$ cat config.mk
export PLATFORM = sky130hd
export DESIGN_NAME = button_press_gesture_classifier_core
export DESIGN_NICKNAME = d
export VERILOG_FILES = /design/src/rtl/bpgc_pkg.sv /design/src/rtl/button_press_gesture_classifier_core.sv
export SDC_FILE = /design/constraint.sdc
export NUM_CORES = 1
export LEC_CHECK = 0
export BUFFER_PORTS_ARGS = -buffer_cell sky130_fd_sc_hd__buf_2
export CAP_MARGIN = 30
export CELL_PAD_IN_SITES_DETAIL_PLACEMENT = 1
export CELL_PAD_IN_SITES_GLOBAL_PLACEMENT = 2
export CORE_ASPECT_RATIO = 1.1
export CORE_MARGIN = 3
export CORE_UTILIZATION = 35
export DETAILED_ROUTE_END_ITERATION = 8
export HOLD_SLACK_MARGIN = 0.02
export PLACE_DENSITY = 0.91
export RECOVER_POWER = 50
export SLEW_MARGIN = 40
export SYNTH_ARGS = -nofsm -noshare
export SYNTH_HDL_FRONTEND = slang
export SYNTH_SLANG_ARGS = --single-unit
$ cat constraint.sdc
create_clock -name clock -period 4.16 [get_ports clock]
set_input_delay 0.624 -clock clock [delete_from_list [all_inputs] [get_ports clock]]
set_output_delay 0.624 -clock clock [all_outputs]
set_load 0.05 [all_outputs]
$ cat src/rtl/bpgc_pkg.sv
// shared constants and types of the button press gesture classifier
package bpgc_pkg;

   localparam int unsigned POLL_BITS      = 10;
   localparam int unsigned LONG_BITS      = 16;
   localparam int unsigned HOLD_BITS_DEF  = 16;
   localparam int unsigned CSR_INDEX_BITS = 2;
   localparam int unsigned CSR_DATA_BITS  = 16;
   localparam int unsigned REQ_DATA_BITS  = 8;
   localparam int unsigned RSP_DATA_BITS  = 8;

   localparam logic [POLL_BITS-1:0] POLL_PERIOD_RESET = 10'd50;
   localparam logic [LONG_BITS-1:0] LONG_PRESS_RESET  = 16'd1500;
   localparam logic [POLL_BITS-1:0] POLL_MAX          = '1;

   typedef enum logic [CSR_INDEX_BITS-1:0] {
      CSR_POLL_PERIOD = 2'd0,
      CSR_LONG_PRESS  = 2'd1
   } csr_index_type;

   // one decoded input item
   typedef struct packed {
      logic ack_release;
      logic ack_long;
      logic ack_short;
      logic button_down;
   } req_item_type;

   // one result item
   typedef struct packed {
      logic button_held;
      logic release_pending;
      logic long_pending;
      logic short_pending;
   } rsp_item_type;

endpackage

$ cat src/rtl/button_press_gesture_classifier_core.sv
// top level of the button press gesture classifier
//
// usage:
//  - req channel: one item per millisecond tick, tdata carries the raw button
//    level and the three acknowledge bits from software
//  - rsp channel: one item per accepted tick with the three sticky event
//    flags and the level seen at the last poll
//  - csr channel: register writes (poll period, long-press time), always
//    ready; write only while no tick is in flight
// latency: the result of a tick is on rsp one cycle after it is accepted
// throughput: one tick per cycle; the state update and the result are formed
//   in one pass of short counter and compare logic into the result register
// stall: while a result waits, req_tready stays high if rsp_tready is high,
//   so a new tick enters in the same cycle the old result leaves; with
//   rsp_tready low the result holds and req_tready drops
// reset: synchronous, active high; counters, level and flags clear, the
//   registers return to a 50 ms poll period and a 1500 ms long-press time,
//   and the rsp register empties
module button_press_gesture_classifier_core #(
   parameter int unsigned HOLD_BITS = bpgc_pkg::HOLD_BITS_DEF
) (
   input  logic                                 clock,
   input  logic                                 reset,
   // req tdata: [0] button_down, [1] ack_short, [2] ack_long, [3] ack_release
   input  logic                                 req_tvalid,
   output logic                                 req_tready,
   input  logic [bpgc_pkg::REQ_DATA_BITS-1:0]   req_tdata,
   // rsp tdata: [0] short_pending, [1] long_pending, [2] release_pending,
   //            [3] button_held
   output logic                                 rsp_tvalid,
   input  logic                                 rsp_tready,
   output logic [bpgc_pkg::RSP_DATA_BITS-1:0]   rsp_tdata,
   // csr write channel
   input  logic                                 csr_valid,
   output logic                                 csr_ready,
   input  logic [bpgc_pkg::CSR_INDEX_BITS-1:0]  csr_index,
   input  logic [bpgc_pkg::CSR_DATA_BITS-1:0]   csr_data
);
   import bpgc_pkg::*;

   // widest of the hold counter and the long-press register, for the compare
   localparam int unsigned CMP_BITS = (HOLD_BITS > LONG_BITS) ? HOLD_BITS : LONG_BITS;
   localparam logic [HOLD_BITS-1:0] HOLD_MAX = '1;

   // configuration
   logic [POLL_BITS-1:0] poll_period_ff;
   logic [LONG_BITS-1:0] long_press_ff;

   // tick state
   logic [POLL_BITS-1:0] poll_elapsed_ff, poll_elapsed_in;
   logic [HOLD_BITS-1:0] hold_elapsed_ff, hold_elapsed_in;
   logic                 last_level_ff,   last_level_in;
   logic                 long_done_ff,    long_done_in;
   logic                 short_flag_ff,   short_flag_in;
   logic                 long_flag_ff,    long_flag_in;
   logic                 release_flag_ff, release_flag_in;

   // result register
   logic                 rsp_valid_ff,    rsp_valid_in;
   rsp_item_type         rsp_item_ff,     rsp_item_in;

   req_item_type         req_item;
   logic                 req_accept;
   logic                 poll_now;
   logic [POLL_BITS-1:0] poll_step;
   logic [HOLD_BITS-1:0] hold_step;
   logic                 short_set, long_set, release_set;

   assign csr_ready  = 1'b1;
   assign req_item   = req_item_type'(req_tdata[$bits(req_item_type)-1:0]);
   assign req_tready = !rsp_valid_ff || rsp_tready;
   assign req_accept = req_tvalid && req_tready;

   always_ff @(posedge clock) begin
      if (reset) begin
         poll_period_ff <= POLL_PERIOD_RESET;
         long_press_ff  <= LONG_PRESS_RESET;
      end else if (csr_valid) begin
         case (csr_index)
            CSR_POLL_PERIOD: poll_period_ff <= csr_data[POLL_BITS-1:0];
            CSR_LONG_PRESS:  long_press_ff  <= csr_data[LONG_BITS-1:0];
            default: ; // writes beyond the register list are dropped
         endcase
      end
   end

   // one tick: advance the saturating counters, poll, classify the edge
   always_comb begin
      poll_step = (poll_elapsed_ff < POLL_MAX) ? poll_elapsed_ff + 1'b1 : poll_elapsed_ff;
      hold_step = (hold_elapsed_ff < HOLD_MAX) ? hold_elapsed_ff + 1'b1 : hold_elapsed_ff;
      poll_now  = (poll_step >= poll_period_ff);

      poll_elapsed_in = poll_now ? '0 : poll_step;
      hold_elapsed_in = hold_step;
      last_level_in   = last_level_ff;
      long_done_in    = long_done_ff;
      short_set       = 1'b0;
      long_set        = 1'b0;
      release_set     = 1'b0;

      if (poll_now) begin
         last_level_in = req_item.button_down;
         if (req_item.button_down && !last_level_ff) begin
            // press edge restarts the hold and re-arms the long detector
            hold_elapsed_in = '0;
            long_done_in    = 1'b0;
         end else if (req_item.button_down && last_level_ff) begin
            if (!long_done_ff &&
                (CMP_BITS'(hold_step) >= CMP_BITS'(long_press_ff))) begin
               long_set     = 1'b1;
               long_done_in = 1'b1;
            end
         end else if (!req_item.button_down && last_level_ff) begin
            release_set = 1'b1;
            short_set   = !long_done_ff;
         end
      end

      // flags as reported, then cleared by their acks
      rsp_item_in.short_pending   = short_flag_ff   || short_set;
      rsp_item_in.long_pending    = long_flag_ff    || long_set;
      rsp_item_in.release_pending = release_flag_ff || release_set;
      rsp_item_in.button_held     = last_level_in;

      short_flag_in   = rsp_item_in.short_pending   && !req_item.ack_short;
      long_flag_in    = rsp_item_in.long_pending    && !req_item.ack_long;
      release_flag_in = rsp_item_in.release_pending && !req_item.ack_release;
   end

   always_comb begin
      if (req_accept) begin
         rsp_valid_in = 1'b1;
      end else if (rsp_tready) begin
         rsp_valid_in = 1'b0;
      end else begin
         rsp_valid_in = rsp_valid_ff;
      end
   end

   always_ff @(posedge clock) begin
      if (reset) begin
         poll_elapsed_ff <= '0;
         hold_elapsed_ff <= '0;
         last_level_ff   <= 1'b0;
         long_done_ff    <= 1'b0;
         short_flag_ff   <= 1'b0;
         long_flag_ff    <= 1'b0;
         release_flag_ff <= 1'b0;
         rsp_valid_ff    <= 1'b0;
      end else begin
         rsp_valid_ff <= rsp_valid_in;
         if (req_accept) begin
            poll_elapsed_ff <= poll_elapsed_in;
            hold_elapsed_ff <= hold_elapsed_in;
            last_level_ff   <= last_level_in;
            long_done_ff    <= long_done_in;
            short_flag_ff   <= short_flag_in;
            long_flag_ff    <= long_flag_in;
            release_flag_ff <= release_flag_in;
         end
      end
   end

   // result payload needs no reset
   always_ff @(posedge clock) begin
      if (req_accept) begin
         rsp_item_ff <= rsp_item_in;
      end
   end

   assign rsp_tvalid = rsp_valid_ff;
   assign rsp_tdata  = RSP_DATA_BITS'(rsp_item_ff);

endmodule

==> flow_summary.json <==
{
  "finClkSkew_ns": 0.01287,
  "synth_edf_count": 4,
  "p_per_area_nw_per_um2": 333.0,
  "worstMarginPinSlew_ns": 1.785,
  "yosys.cell_types.count": 61,
  "violations": "max-capacitance violations, max-slew violations",
  "regToRegSetupSlack_ns": 0.44,
  "cp.arrival_ns": 3.83,
  "cts_sinks": 62,
  "placed_area_um2": 3830,
  "antenna_cells": 0,
  "synth_top_family_by_area": "simple AND/OR/NAND/NOR gates",
  "reg2reg_depth": 13,
  "cts.repair.resized": 0,
  "synth.area.top_cells": "dfxtp_1 (32%), ha_1 (9.7%), nand2_1 (8.8%), a21oi_1 (7.0%), nand3_1 (3.9%)",
  "cp.required_ns": 4.28,
  "outcome": "finished with violations",
  "h-tree-depth": 3,
  "ys_seq_area_share_pct": 35.33,
  "final_cells": 606,
  "maxSlewHeadroom_pct": -19.02,
  "cts_buffers": 9,
  "syn_avg_cell_area_um2": 7.934,
  "syn_inst": 457,
  "hold_violations": 0,
  "viasPerCell": 5.497,
  "yosys_warnings": 0,
  "synthArstFlopShare_pct": 0,
  "synth_compound_area_share_pct": 19.29,
  "postCtsSetupBuffers": 0,
  "hold_path_depth": 2,
  "r2r_start": "hold_elapsed_ff[0]$_SDFFE_PP0P_",
  "p_total_mw": 1.343,
  "drt_iter0_drc": 77,
  "min_from": "req_tdata[3]",
  "wire_per_inst_um": 15.80,
  "antenna_found_initial": 0,
  "fin_crit_sh_pct": 89.32,
  "critPathLaunchType": "flop",
  "path_clk_slew_ns": 0.08,
  "max_freq_ghz": 0.2691,
  "ios": 42,
  "portBuffers": 32,
  "leakagePower_nw": 1.625,
  "routed_wl_um": 9576,
  "end_kind": "flop",
  "dp.cells": 591,
  "cp_max_fo": 7,
  "rsz0062_at_grt": "false",
  "timing.hold.ws_ns": 0.4388,
  "whs_endpoint": "release_flag_ff$_SDFFE_PP0P_",
  "slew_viol_final": 38,
  "max_cap_viol_count": 1,
  "initial_core_util_pct": 36.32,
  "grt_pass1_wl_um": 16220,
  "setup_viol": 0,
  "die_area_um2": 11620,
  "period_needed_ns": 3.716,
  "critPathKind": "flop to flop",
  "synth_mux_area_share_pct": 0.7246,
  "rows": 38,
  "firstDrtPassIters": 4,
  "synth-main-ff-cell": "dfxtp_1",
  "fp.dieW_um": 103.0,
  "reg2reg_to": "rsp_tdata[1]$_DFFE_PP_",
  "nNetsFinal": 541,
  "yosys.area_share.simple_pct": 25.19,
  "drc": 0,
  "ctsRootBufferMaster": "clkbuf_8",
  "hold_path_class": "input pin to flop",
  "clockBufferDepth": 2,
  "num_vias": 3331,
  "synth_area_leader_cell": "dfxtp_1",
  "cts_tree": "yes",
  "hpwl_um": 7176,
  "gp_congestion": 0.7822,
  "design_area_um2": 4031,
  "synthesis.area_um2": 3626,
  "ant_nets": 0,
  "grtUsageTotal_pct": 17.43,
  "insertion_delay_ns": 0.35,
  "die_h_um": 112.8,
  "synth_top_area_share_pct": 32.02,
  "syn2layout_area_growth_pct": 11.18,
  "synth_xor_area_share_pct": 2.415,
  "ys_seq_elements": 62,
  "core_um2": 9985,
  "grt_pass1_vias": 3490,
  "final_layout_size_suffix_gt1_share_pct": 11.32,
  "synth-adder-area-share_pct": 9.662,
  "ctsHoldBuffers": 0,
  "tns_ns": 0,
  "overflow": 0,
  "max-vdd-ir-drop_mv": 0.1480,
  "grt_max_degree": 38
}
-- sequential cells by signal (all words and copies together), names as in the netlist --
register and flops:
hold_elapsed_ff 16, last_level_ff 1, long_done_ff 1, long_flag_ff 1, long_press_ff 16, poll_elapsed_ff 10, poll_period_ff 10, release_flag_ff 1
rsp_tdata 4, rsp_tvalid 1, short_flag_ff 1
-- report_power, final --
group | leakage, nW | total [mW] | internal [mW] | switching [mW]
Combinational | 1.01 | 0.126 | 0.0397 | 0.0867
Sequential | 0.511 | 0.624 | 0.615 | 0.00911
Clock | 0.105 | 0.592 | 0.350 | 0.242
Total | 1.62 | 1.34 | 1.00 | 0.338
-- placed cells by master (no fill, tap or decap), types with 7 or more instances in the layout --
cell type,count
nor3_1,13
ha_1,28
a32o_1,8
nand3_1,28
a21oi_1,51
o211ai_1,12
clkbuf_8,10
nand2_1,85
nor2_1,19
dfxtp_1,58
a31oi_1,7
buf_2,25
inv_1,30
clkbuf_1,9
nand2b_1,7
o21ai_0,7
-- worst max path at each step --
stage,from,endpoint,slack (ns),cells past startpoint
finish,hold_elapsed_ff[0]$_SDFFE_PP0P_,rsp_tdata[1]$_DFFE_PP_,0.44,13
CTS,hold_elapsed_ff[0]$_SDFFE_PP0P_,rsp_tdata[1]$_DFFE_PP_,0.43,13
global route,hold_elapsed_ff[0]$_SDFFE_PP0P_,rsp_tdata[1]$_DFFE_PP_,0.17,13
global placement,hold_elapsed_ff[0]$_SDFFE_PP0P_,rsp_tdata[1]$_DFFE_PP_,0.59,13
detailed placement,hold_elapsed_ff[0]$_SDFFE_PP0P_,rsp_tdata[1]$_DFFE_PP_,0.42,13
floorplan,poll_elapsed_ff[0]$_SDFFE_PP0P_,poll_elapsed_ff[0]$_SDFFE_PP0P_,0.79,12
-- cell usage after synthesis, types with 2 or more instances --
master    instances
nand2b_1          7
conb_1            2
nor2_1           19
a31oi_1           7
nand4_1           6
edfxtp_1          4
a21o_1            2
ha_1             28
or2_2             3
a41oi_1           2
a32o_1            8
buf_6             2
a211oi_1          3
buf_4             7
or3_1             2
o31ai_1           2
o21a_1            6
nand2_1          85
and2_1            2
buf_2             2
dfxtp_1          58
and3_1            4
a21oi_1          51
xor2_1            4
inv_1            30
nand3_1          28
or4_1             2
xnor2_1           6
nor4_1            2
o211ai_1         12
clkbuf_1         13
nor3_1           13
o21ai_0           7
-- routing by layer --
layer | global-route usage (%) | vias to the layer above | wire length (um)
li1 | - | 1660 | -
met1 | 21.02 | 1622 | 4404
met2 | 30.34 | 36 | 4804
met3 | 3.761 | 13 | 244
met4 | 5.786 | 0 | 123
met5 | 0 | - | 0
-- layout make-up --
class                      count  area, um2
fill                        1226       5953
multi-input combinational    343       2096
sequential                    62       1281
timing repair buffer          36      177.7
tap                          120      150.1
clock buffer                  11      141.4
inverter                      30      112.6
clock inverter                 4      72.57
-- worst max-delay path: stages (launching register included) --
cell and delay [ns]:
dfxtp_1 0.43, ha_1 0.22, and2_1 0.22, nand2b_1 0.19, nor3_1 0.55, a31oi_1 0.16
a31oi_1 0.25, ha_1 0.31, a21oi_1 0.16, nand2_1 0.07, a22o_1 0.22, or4_1 0.49
nand3_1 0.16, nand2b_1 0.06
-- through the flow --
stage	setup slack, ns	utilization, %
2_1_floorplan	0.7876	-
3_3_place_gp	0.5859	38.36
3_5_place_dp	0.4192	38.36
4_1_cts	0.4327	40.50
5_1_grt	0.1731	40.38
6_report	0.4441	40.38
-- cell families after synthesis --
kind of cell    after synthesis
simple gates                188
compound gates              110
flops                        62
buf+inv                      55
fa+ha+maj                    28
xor+xnor                     10
other cells                   2
mux                           2
Note: power is estimated with default switching activity, not from simulation.
